**config.mk**
```make
export PLATFORM = sky130hd
export DESIGN_NAME = note_event_stream_parser_core
export DESIGN_NICKNAME = d
export VERILOG_FILES = /design/src/sv/nesp_pkg.sv /design/src/sv/nesp_front.sv /design/src/sv/nesp_fifo.sv /design/src/sv/nesp_back.sv /design/src/sv/note_event_stream_parser_core.sv
export VERILOG_INCLUDE_DIRS = /design/src /design/src/sv
export SDC_FILE = /design/constraint.sdc
export NUM_CORES = 1
export LEC_CHECK = 0
export BUFFER_PORTS_ARGS = -buffer_cell sky130_fd_sc_hd__buf_2
export CORE_AREA = 2 2 129 225
export DETAILED_ROUTE_END_ITERATION = 8
export DIE_AREA = 0 0 131 227
export HOLD_SLACK_MARGIN = 0.02
export PLACE_DENSITY = 0.73
export SLEW_MARGIN = 20
export SYNTH_ARGS = -nofsm -noshare
export SYNTH_HDL_FRONTEND = slang
export SYNTH_SLANG_ARGS = --single-unit
```
**constraint.sdc**
```tcl
create_clock -name clk_i -period 10.1 [get_ports clk_i]
set_clock_uncertainty 0.2 [all_clocks]
set_input_delay 1.01 -clock clk_i [delete_from_list [all_inputs] [get_ports clk_i]]
set_output_delay 1.01 -clock clk_i [all_outputs]
set_load 0.1 [all_outputs]
```
**src/sv/assert_macros.svh**
```systemverilog
// ----------------------------------------------------------------------------
// Assertion macros
// Shared concurrent assertion forms for the note event stream parser.
// ----------------------------------------------------------------------------
`ifndef ASSERT_MACROS_SVH
`define ASSERT_MACROS_SVH

// Property must hold at every clock edge outside reset.
`define NESP_ASSERT(lbl, clk, rst_n, prop, msg) \
  lbl: assert property (@(posedge clk) disable iff (!rst_n) (prop)) else $error(msg);

// Consequent must hold in the cycle after the antecedent.
`define NESP_ASSERT_NEXT(lbl, clk, rst_n, ante, cons, msg) \
  lbl: assert property (@(posedge clk) disable iff (!rst_n) (ante) |=> (cons)) else $error(msg);

`endif

```
**src/sv/nesp_pkg.sv**
```systemverilog
// ----------------------------------------------------------------------------
// Note event stream parser package
// Token and result types, result kinds and header constants.
// ----------------------------------------------------------------------------
package nesp_pkg;

  localparam int unsigned HDR_LEN     = 7;
  localparam int unsigned ADDR_W      = 22;
  localparam int unsigned QUEUE_DEPTH = 2;

  // File mark, first byte at index 0
  localparam logic [7:0] MAGIC [HDR_LEN] = '{8'h4D, 8'h41, 8'h33, 8'h76, 8'h30, 8'h31, 8'h02};

  localparam int unsigned NOTE_ON_BIT = 7;
  localparam int unsigned BEND_BIT    = 6;

  typedef enum logic [2:0] {
    KIND_TABLE    = 3'd0,
    KIND_NOTE_ON  = 3'd1,
    KIND_RAW      = 3'd2,
    KIND_BEND     = 3'd3,
    KIND_NOTE_OFF = 3'd4,
    KIND_TRUNC    = 3'd5
  } kind_e;

  // One byte handed from the header stage to the event stage
  typedef struct packed {
    logic [7:0] data;
    logic       is_match;  // header matched, byte field unused
    logic       clr;       // wipe parse state before this token
    logic       fin;       // last byte of the file
  } token_t;

  typedef struct packed {
    kind_e             kind;
    logic [3:0]        channel;
    logic [15:0]       delay;
    logic [15:0]       pitch;
    logic [15:0]       instrument;
    logic [ADDR_W-1:0] ram_address;
    logic [7:0]        data_byte;
    logic              last_of_block;
  } result_t;

endpackage

```
**src/sv/nesp_front.sv**
```systemverilog
// ----------------------------------------------------------------------------
// Header stage
// Buffers the file mark, checks it and turns input bytes into tokens,
// replaying the buffered bytes on a mismatch or a short file.
// ----------------------------------------------------------------------------
`include "assert_macros.svh"

module nesp_front (
  input  logic             clk_i,
  input  logic             rst_ni,
  input  logic [7:0]       stream_byte_i,
  input  logic             first_byte_i,
  input  logic             final_byte_i,
  input  logic             in_valid_i,
  output logic             in_stall_o,
  input  logic             fifo_full_i,
  output logic             tok_push_o,
  output nesp_pkg::token_t tok_o
);

  typedef enum logic [1:0] {ST_HDR, ST_PASS, ST_REPLAY} state_e;

  state_e     state_q, state_d;
  logic [2:0] hcnt_q, hcnt_d;
  logic [2:0] rlen_q, rlen_d;
  logic [2:0] ridx_q, ridx_d;
  logic       rfin_q, rfin_d;
  logic       pend_q, pend_d;
  logic [7:0] hbuf_q [nesp_pkg::HDR_LEN];

  logic       accept;
  logic       hdr_path;
  logic       match;
  logic       buf_we;
  logic       replay_last;
  logic [2:0] cnt_eff;

  always_comb begin
    match = (stream_byte_i == nesp_pkg::MAGIC[nesp_pkg::HDR_LEN-1]);
    for (int i = 0; i < nesp_pkg::HDR_LEN - 1; i++) begin
      match = match && (hbuf_q[i] == nesp_pkg::MAGIC[i]);
    end
  end

  always_comb begin
    in_stall_o  = (state_q == ST_REPLAY) || fifo_full_i;
    accept      = in_valid_i && !in_stall_o;
    hdr_path    = (state_q == ST_HDR) || first_byte_i;
    cnt_eff     = first_byte_i ? 3'd0 : hcnt_q;
    replay_last = (ridx_q == rlen_q - 3'd1);

    state_d = state_q;
    hcnt_d  = hcnt_q;
    rlen_d  = rlen_q;
    ridx_d  = ridx_q;
    rfin_d  = rfin_q;
    pend_d  = pend_q;
    buf_we  = 1'b0;

    tok_push_o     = 1'b0;
    tok_o.data     = stream_byte_i;
    tok_o.is_match = 1'b0;
    tok_o.clr      = pend_q || first_byte_i;
    tok_o.fin      = final_byte_i;

    case (state_q)
      ST_REPLAY: begin
        tok_o.data = hbuf_q[ridx_q];
        tok_o.clr  = pend_q;
        tok_o.fin  = rfin_q && replay_last;
        if (!fifo_full_i) begin
          tok_push_o = 1'b1;
          pend_d     = 1'b0;
          ridx_d     = ridx_q + 3'd1;
          if (replay_last) begin
            state_d = rfin_q ? ST_HDR : ST_PASS;
          end
        end
      end
      default: begin
        if (accept) begin
          if (hdr_path) begin
            buf_we = 1'b1;
            if (cnt_eff == 3'(nesp_pkg::HDR_LEN - 1)) begin
              hcnt_d = 3'd0;
              if (match) begin
                tok_push_o     = 1'b1;
                tok_o.is_match = 1'b1;
                pend_d         = 1'b0;
                state_d        = final_byte_i ? ST_HDR : ST_PASS;
              end else begin
                state_d = ST_REPLAY;
                rlen_d  = 3'(nesp_pkg::HDR_LEN);
                ridx_d  = 3'd0;
                rfin_d  = final_byte_i;
                pend_d  = pend_q || first_byte_i;
              end
            end else if (final_byte_i) begin
              // short file: replay what was collected
              state_d = ST_REPLAY;
              rlen_d  = cnt_eff + 3'd1;
              ridx_d  = 3'd0;
              rfin_d  = 1'b1;
              hcnt_d  = 3'd0;
              pend_d  = pend_q || first_byte_i;
            end else begin
              state_d = ST_HDR;
              hcnt_d  = cnt_eff + 3'd1;
              pend_d  = pend_q || first_byte_i;
            end
          end else begin
            tok_push_o = 1'b1;
            pend_d     = 1'b0;
            if (final_byte_i) begin
              state_d = ST_HDR;
              hcnt_d  = 3'd0;
            end
          end
        end
      end
    endcase
  end

  always_ff @(posedge clk_i or negedge rst_ni) begin
    if (!rst_ni) begin
      state_q <= ST_HDR;
      hcnt_q  <= 3'd0;
      rlen_q  <= 3'd0;
      ridx_q  <= 3'd0;
      rfin_q  <= 1'b0;
      pend_q  <= 1'b0;
    end else begin
      state_q <= state_d;
      hcnt_q  <= hcnt_d;
      rlen_q  <= rlen_d;
      ridx_q  <= ridx_d;
      rfin_q  <= rfin_d;
      pend_q  <= pend_d;
    end
  end

  always_ff @(posedge clk_i) begin
    if (buf_we) begin
      hbuf_q[cnt_eff] <= stream_byte_i;
    end
  end

  `NESP_ASSERT(a_push_room, clk_i, rst_ni, tok_push_o |-> !fifo_full_i, "token pushed into full queue")
  `NESP_ASSERT(a_replay_range, clk_i, rst_ni, (state_q == ST_REPLAY) |-> (ridx_q < rlen_q), "replay index past buffered bytes")

endmodule

```
**src/sv/nesp_fifo.sv**
```systemverilog
// ----------------------------------------------------------------------------
// Token queue
// Short register queue that decouples the header and event stages.
// ----------------------------------------------------------------------------
module nesp_fifo #(
  parameter int unsigned DEPTH = 2
) (
  input  logic             clk_i,
  input  logic             rst_ni,
  input  logic             push_i,
  input  nesp_pkg::token_t push_data_i,
  output logic             full_o,
  input  logic             pop_i,
  output logic             valid_o,
  output nesp_pkg::token_t pop_data_o
);

  localparam int unsigned PTR_W = (DEPTH > 1) ? $clog2(DEPTH) : 1;
  localparam int unsigned CNT_W = $clog2(DEPTH + 1);

  nesp_pkg::token_t mem_q [DEPTH];
  logic [PTR_W-1:0] wr_q, rd_q;
  logic [CNT_W-1:0] cnt_q;
  logic             do_push, do_pop;

  assign full_o     = (cnt_q == CNT_W'(DEPTH));
  assign valid_o    = (cnt_q != '0);
  assign pop_data_o = mem_q[rd_q];
  assign do_push    = push_i && !full_o;
  assign do_pop     = pop_i && valid_o;

  always_ff @(posedge clk_i or negedge rst_ni) begin
    if (!rst_ni) begin
      wr_q  <= '0;
      rd_q  <= '0;
      cnt_q <= '0;
    end else begin
      if (do_push) begin
        wr_q <= (wr_q == PTR_W'(DEPTH - 1)) ? '0 : wr_q + PTR_W'(1);
      end
      if (do_pop) begin
        rd_q <= (rd_q == PTR_W'(DEPTH - 1)) ? '0 : rd_q + PTR_W'(1);
      end
      if (do_push && !do_pop) begin
        cnt_q <= cnt_q + CNT_W'(1);
      end else if (do_pop && !do_push) begin
        cnt_q <= cnt_q - CNT_W'(1);
      end
    end
  end

  always_ff @(posedge clk_i) begin
    if (do_push) begin
      mem_q[wr_q] <= push_data_i;
    end
  end

endmodule

```
**src/sv/nesp_back.sv**
```systemverilog
// ----------------------------------------------------------------------------
// Event stage
// Reads the instrument count, emits table writes and decodes events into
// result items; a truncation item follows when a file ends mid-structure.
// ----------------------------------------------------------------------------
`include "assert_macros.svh"

module nesp_back #(
  parameter int unsigned VOICE_BYTES = 16
) (
  input  logic              clk_i,
  input  logic              rst_ni,
  input  logic              cfg_we_i,
  input  logic [15:0]       cfg_wdata_i,
  input  logic              tok_valid_i,
  input  nesp_pkg::token_t  tok_i,
  output logic              tok_pop_o,
  output logic              out_valid_o,
  input  logic              out_stall_i,
  output nesp_pkg::result_t res_o
);

  localparam int unsigned IDX_W = $clog2(VOICE_BYTES + 5);
  localparam int unsigned AW    = nesp_pkg::ADDR_W;
  localparam logic [IDX_W-1:0] LAST_IDX = IDX_W'(VOICE_BYTES + 4);

  typedef enum logic [2:0] {PH_IDLE, PH_COUNT_LO, PH_COUNT_HI, PH_TABLE, PH_EVENTS} phase_e;

  phase_e            phase_q, phase_d, c_phase;
  logic              tm_q, tm_d, c_tm;
  logic [IDX_W-1:0]  idx_q, idx_d, c_idx;
  logic [7:0]        cnt_lo_q, cnt_lo_d;
  logic [AW-1:0]     left_q, left_d;
  logic [AW-1:0]     addr_q, addr_d;
  logic [15:0]       dly_q, dly_d;
  logic [7:0]        chb_q, chb_d;
  logic [15:0]       pitch_q, pitch_d;
  logic [7:0]        ins_lo_q, ins_lo_d;
  logic [15:0]       ram_base_q;
  logic              ov_q, ov_d;
  logic              pend_q, pend_d;
  logic              res_we;
  nesp_pkg::result_t res_q, res_d, res, trunc;

  logic       take, out_free, res_v, unfin;
  logic [7:0] b;

  assign b           = tok_i.data;
  assign out_free    = !ov_q || !out_stall_i;
  assign take        = tok_valid_i && !pend_q && out_free;
  assign tok_pop_o   = take;
  assign out_valid_o = ov_q;
  assign res_o       = res_q;

  always_comb begin
    trunc      = '0;
    trunc.kind = nesp_pkg::KIND_TRUNC;
  end

  // Parse one token
  always_comb begin
    c_phase = tok_i.clr ? PH_IDLE : phase_q;
    c_tm    = tok_i.clr ? 1'b0 : tm_q;
    c_idx   = tok_i.clr ? '0 : idx_q;

    phase_d  = c_phase;
    tm_d     = c_tm;
    idx_d    = c_idx;
    cnt_lo_d = cnt_lo_q;
    left_d   = left_q;
    addr_d   = addr_q;
    dly_d    = dly_q;
    chb_d    = chb_q;
    pitch_d  = pitch_q;
    ins_lo_d = ins_lo_q;
    res      = '0;
    res_v    = 1'b0;
    unfin    = 1'b0;

    if (tok_i.is_match) begin
      phase_d = PH_COUNT_LO;
    end else begin
      case (c_phase)
        PH_COUNT_LO: begin
          cnt_lo_d = b;
          phase_d  = PH_COUNT_HI;
        end
        PH_COUNT_HI: begin
          left_d = AW'({6'd0, b, cnt_lo_q}) * AW'(VOICE_BYTES);
          addr_d = AW'(ram_base_q);
          if (left_d == '0) begin
            tm_d    = 1'b1;
            phase_d = PH_EVENTS;
          end else begin
            phase_d = PH_TABLE;
          end
        end
        PH_TABLE: begin
          res_v           = 1'b1;
          res.kind        = nesp_pkg::KIND_TABLE;
          res.ram_address = addr_q;
          res.data_byte   = b;
          addr_d          = addr_q + AW'(1);
          left_d          = left_q - AW'(1);
          if (left_d == '0) begin
            tm_d    = 1'b1;
            phase_d = PH_EVENTS;
          end
        end
        default: begin
          phase_d     = PH_EVENTS;
          res.delay   = dly_q;
          res.channel = chb_q[3:0];
          if (c_idx == IDX_W'(0)) begin
            dly_d[7:0] = b;
            idx_d      = IDX_W'(1);
          end else if (c_idx == IDX_W'(1)) begin
            dly_d[15:8] = b;
            idx_d       = IDX_W'(2);
          end else if (c_idx == IDX_W'(2)) begin
            chb_d = b;
            if (b[nesp_pkg::NOTE_ON_BIT] || b[nesp_pkg::BEND_BIT]) begin
              idx_d = IDX_W'(3);
            end else begin
              res_v       = 1'b1;
              res.kind    = nesp_pkg::KIND_NOTE_OFF;
              res.channel = b[3:0];
              idx_d       = '0;
            end
          end else begin
            if (c_idx == IDX_W'(3)) begin
              pitch_d[7:0] = b;
            end
            if (c_idx == IDX_W'(4)) begin
              pitch_d[15:8] = b;
            end
            if (c_idx == IDX_W'(5)) begin
              ins_lo_d = b;
            end
            idx_d = c_idx + IDX_W'(1);
            if (chb_q[nesp_pkg::NOTE_ON_BIT] && !c_tm) begin
              // raw voice block, one item per byte
              res_v             = 1'b1;
              res.kind          = nesp_pkg::KIND_RAW;
              res.data_byte     = b;
              res.last_of_block = (c_idx == LAST_IDX);
              if (c_idx == LAST_IDX) begin
                idx_d = '0;
              end
            end else if (chb_q[nesp_pkg::NOTE_ON_BIT]) begin
              if (c_idx == IDX_W'(6)) begin
                res_v          = 1'b1;
                res.kind       = nesp_pkg::KIND_NOTE_ON;
                res.pitch      = pitch_q;
                res.instrument = {b, ins_lo_q};
                idx_d          = '0;
              end
            end else if (c_idx == IDX_W'(4)) begin
              res_v     = 1'b1;
              res.kind  = nesp_pkg::KIND_BEND;
              res.pitch = {b, pitch_q[7:0]};
              idx_d     = '0;
            end
          end
        end
      endcase
    end

    if (tok_i.fin) begin
      unfin = (phase_d == PH_COUNT_LO) || (phase_d == PH_COUNT_HI) ||
              (phase_d == PH_TABLE) || ((phase_d == PH_EVENTS) && (idx_d != '0));
      phase_d = PH_IDLE;
      tm_d    = 1'b0;
      idx_d   = '0;
    end
  end

  // Output register and pending truncation item
  always_comb begin
    ov_d   = ov_q;
    pend_d = pend_q;
    res_we = 1'b0;
    res_d  = res;
    if (take) begin
      if (res_v) begin
        ov_d   = 1'b1;
        res_we = 1'b1;
        pend_d = unfin;
      end else if (unfin) begin
        ov_d   = 1'b1;
        res_we = 1'b1;
        res_d  = trunc;
      end else begin
        ov_d = 1'b0;
      end
    end else if (pend_q && out_free) begin
      ov_d   = 1'b1;
      res_we = 1'b1;
      res_d  = trunc;
      pend_d = 1'b0;
    end else if (ov_q && !out_stall_i) begin
      ov_d = 1'b0;
    end
  end

  always_ff @(posedge clk_i or negedge rst_ni) begin
    if (!rst_ni) begin
      phase_q    <= PH_IDLE;
      tm_q       <= 1'b0;
      idx_q      <= '0;
      ov_q       <= 1'b0;
      pend_q     <= 1'b0;
      ram_base_q <= 16'd0;
    end else begin
      if (take) begin
        phase_q <= phase_d;
        tm_q    <= tm_d;
        idx_q   <= idx_d;
      end
      ov_q   <= ov_d;
      pend_q <= pend_d;
      if (cfg_we_i) begin
        ram_base_q <= cfg_wdata_i;
      end
    end
  end

  always_ff @(posedge clk_i) begin
    if (take) begin
      cnt_lo_q <= cnt_lo_d;
      left_q   <= left_d;
      addr_q   <= addr_d;
      dly_q    <= dly_d;
      chb_q    <= chb_d;
      pitch_q  <= pitch_d;
      ins_lo_q <= ins_lo_d;
    end
    if (res_we) begin
      res_q <= res_d;
    end
  end

  `NESP_ASSERT(a_pend_held, clk_i, rst_ni, pend_q |-> ov_q, "truncation pending without held item")
  `NESP_ASSERT(a_table_left, clk_i, rst_ni, (phase_q == PH_TABLE) |-> (left_q != '0), "table phase with no bytes left")
  `NESP_ASSERT(a_idx_range, clk_i, rst_ni, idx_q <= LAST_IDX, "event byte index past voice block")
  `NESP_ASSERT_NEXT(a_fin_idle, clk_i, rst_ni, take && tok_i.fin, (phase_q == PH_IDLE) && !tm_q, "parser not idle after final byte")

endmodule

```
**src/sv/note_event_stream_parser_core.sv**
```systemverilog
// ----------------------------------------------------------------------------
// Note event stream parser
// Parses a music file byte stream into table writes and note events.
// ----------------------------------------------------------------------------
// Throughput: one byte per cycle while in_stall_o is low; each result is
// registered in the token queue and the output register. A failed or short
// header check holds off input while buffered bytes replay through the event
// stage, one per cycle if the queue has room. Truncation items can stall it.
// Reset (async, active low) clears all parse state, table mode and ram_base.
module note_event_stream_parser_core #(
  parameter int unsigned VOICE_BYTES = 16
) (
  input  logic        clk_i,
  input  logic        rst_ni,
  input  logic        cfg_we_i,
  input  logic [15:0] cfg_wdata_i,
  input  logic        in_valid_i,
  output logic        in_stall_o,
  input  logic [7:0]  stream_byte_i,
  input  logic        first_byte_i,
  input  logic        final_byte_i,
  output logic        out_valid_o,
  input  logic        out_stall_i,
  output logic [2:0]  kind_o,
  output logic [3:0]  channel_o,
  output logic [15:0] delay_o,
  output logic [15:0] pitch_o,
  output logic [15:0] instrument_o,
  output logic [21:0] ram_address_o,
  output logic [7:0]  data_byte_o,
  output logic        last_of_block_o
);

  nesp_pkg::token_t  push_tok, pop_tok;
  nesp_pkg::result_t res;
  logic              push, full, pop, tok_valid;

  nesp_front u_front (
    .clk_i         (clk_i),
    .rst_ni        (rst_ni),
    .stream_byte_i (stream_byte_i),
    .first_byte_i  (first_byte_i),
    .final_byte_i  (final_byte_i),
    .in_valid_i    (in_valid_i),
    .in_stall_o    (in_stall_o),
    .fifo_full_i   (full),
    .tok_push_o    (push),
    .tok_o         (push_tok)
  );

  nesp_fifo #(
    .DEPTH (nesp_pkg::QUEUE_DEPTH)
  ) u_fifo (
    .clk_i       (clk_i),
    .rst_ni      (rst_ni),
    .push_i      (push),
    .push_data_i (push_tok),
    .full_o      (full),
    .pop_i       (pop),
    .valid_o     (tok_valid),
    .pop_data_o  (pop_tok)
  );

  nesp_back #(
    .VOICE_BYTES (VOICE_BYTES)
  ) u_back (
    .clk_i       (clk_i),
    .rst_ni      (rst_ni),
    .cfg_we_i    (cfg_we_i),
    .cfg_wdata_i (cfg_wdata_i),
    .tok_valid_i (tok_valid),
    .tok_i       (pop_tok),
    .tok_pop_o   (pop),
    .out_valid_o (out_valid_o),
    .out_stall_i (out_stall_i),
    .res_o       (res)
  );

  assign kind_o          = 3'(res.kind);
  assign channel_o       = res.channel;
  assign delay_o         = res.delay;
  assign pitch_o         = res.pitch;
  assign instrument_o    = res.instrument;
  assign ram_address_o   = res.ram_address;
  assign data_byte_o     = res.data_byte;
  assign last_of_block_o = res.last_of_block;

endmodule
```
==> impl_results.md <==
- Status: finished clean
- Cell count after synthesis: 1027
- # hold bufs at CTS: 0
- Final setup vio count: 0
- Yosys reg bits: 313
- Tightest Hold Check Type: primary input to async pin
- Initial core utilization: 49.3%
- # rows: 81
- CTS H-tree lvls: 1
- Fill cells: 2243
- Antenna cells: 0
- Setup TNS: 0 ps
- Placer congestion estimate: 0.945
- Grt ovf: 0
- GRT Total Usage: 19.4%
- Via/cell ratio: 5.49
- Area growth syn-to-layout: 14.0%
- Crit path from: u_fifo.rd_q
- Synth unique cells: 70
- Routed Antenna Nets: 0
- Setup bufs post-CTS: 0
- Worst reg2reg startpoint: u_fifo.rd_q
- Mapped cell area: 13700 um2
- Via count: 8478
- Vias in the first global route: 8313
- Full die area: 29700 um2
- Slew margin rel.: 33.8%
- Final Net Count: 1191
- Final period utilization: 53.4%
- Fin crit period: 5400 ps
- Most frequent cell after synthesis: edfxtp_1
- Max frequency: 185 MHz
- Die width: 131 um
- Critical Path AT: 5400 ps
- Seq/Total Area, Yosys: 66.8%
- Final max-slew violation count: 0
- CTS resizes: 0
- Final Hold Viols: 0
- Root buffer cell: clkbuf_16
- DR iter-0 viols: 513
- CP Launch Type: flip-flop
- Yosys top cell by area: edfxtp_1
- WP data required: 10110 ps
- Post-Syn Nets: 1070
- Num CTS Buffers: 28
- Clock sink total: 313
- Kind of critical path: flip-flop to flip-flop
- Hold_ws: 260 ps
- DR pass1 iterations: 5
- Yosys warnings: 0
- CTS Buffer Depth: 3
- Layout cells sized above 1: 19.9%
- RSZ-0062 raised after global routing: no
- Post-route DRC: 0
- Worst-Margin Slew: 988 ps
- Area of the multi-input gates: 4370 um2
- First-pass GRT wire length: 44.0 mm
- Die Ht: 227 um
- Number of max-cap violations: 0
- Pin count of the biggest net entering global routing: 67
- Final wirelength: 28.7 mm
- CP endpoint kind: flip-flop
- List of most frequent post-synthesis cells: edfxtp_1 (269), nor2_1 (104), nand2_1 (93), and2_1 (60), o21ai_0 (52)
- FFs w/ async S/R, synth: 14.1%
- Post-synth EDFFs: 269
- Register area: 9180 um2
- Number of antenna violations at the first check in global routing: 0
- TritonCTS clock tree: done
- Mean Syn Cell Area: 13.4 um2
- Ys flop type: edfxtp_1
- Clk_lat worst skew: 560 ps
- HPWL Detailed: 20.7 mm
- Core Footprint: 27900 um2
- Port Buffer Count: 118
- Crit Path Max Fanout: 64
- Routed len/inst: 18.6 um
- Yosys top cell area share: 58.8%
- Top cells by area, synth: edfxtp_1 (59%), dfrtp_1 (8.0%), nor2_1 (2.8%), and2_1 (2.7%), mux4_2 (2.6%)
- IO Pins: 119
- Final Util: 56.2%
- Clk slew on worst S/H paths: 70 ps
==> layer usage <==
metal | vias to the layer above | track usage [%] | part of all wire (%)
met2 | 238 | 36.4 | 56
met4 | 0 | 10.2 | 4.9
met3 | 70 | 2.35 | 4.0
met5 | - | 0 | 0
met1 | 4114 | 20.9 | 35
li1 | 4056 | - | -
==> cells in the final DEF, fill, tap and decap left out, types with 18 or more instances in the layout <==
cell type,count
dfrtp_1,43
mux2_2,19
edfxtp_1,269
clkbuf_16,29
buf_2,117
a21oi_1,30
mux2i_1,20
nand2_1,93
nand3_1,23
nor2_1,104
inv_1,21
and2_1,60
o21ai_0,52
nor3_1,18
xor2_1,26
xnor2_1,22
==> cell families after synthesis <==
group / Yosys count / synth area share [%]
adders and majority gates: 12 / 1.09
buffers and inverters: 58 / 1.75
and+or+nand+nor: 388 / 14.4
xor gates and xnor gates: 48 / 3.06
muxes: 56 / 5.80
AOI/OAI and AO/OA: 152 / 7.08
DFF: 313 / 66.8
==> worst max-delay path: stages, from the launching register on <==
cell and delay [ps]:
dfrtp_1 920, mux2i_4 580, nand2_1 180, inv_1 130
ha_1 300, nand4b_1 140, a21o_1 230, a211oi_2 340
o22ai_1 180, a211oi_1 390, and3_1 230, a311o_1 340
nand3_4 330, buf_4 470
==> flip-flops by register name, summed over array words and instances, names as in the netlist, 16 cells and up <==
| name | count |
|---|---|
| u_back.addr_q | 22 |
| u_back.dly_q | 16 |
| u_back.left_q | 22 |
| u_back.pitch_q | 16 |
| u_back.ram_base_q | 16 |
| u_back.res_o | 86 |
| u_fifo.mem_q | 22 |
| u_front.hbuf_q | 64 |
==> stage by stage <==
step	cells	instance area, um2	setup WS, ps
final	1543	15700	4700
after global routing	1543	15700	4350
after CTS	1543	15700	4700
after detailed placement	1491	14700	4720
after global placement	1491	14700	4810
after floorplan	1027	13700	4040
==> final timing paths <==
path,cells after the start,endpoint,slack [ps]
setup reg to reg,13,u_back.res_o[6],4700
min in group clk_i,1,u_fifo.wr_q,290
hold / removal,1,u_back.ram_base_q[11],260
setup / recovery,13,u_back.res_o[6],4700
hold reg to reg,1,u_fifo.wr_q,290
max in group asynchronous,1,u_front.ridx_q[0],8990
==> layout make-up <==
class	count	share of cell area, %
Inverter	21	0.503
Multi-Input combinational cell	656	27.9
Clock inverter	16	0.838
Tap cell	373	2.98
Timing Repair Buffer	128	4.26
Clock buffer	36	4.99
Sequential cell	313	58.6
Power is not shown: default switching activity piles up to over one toggle a cycle in this logic, so the estimate is an artifact.
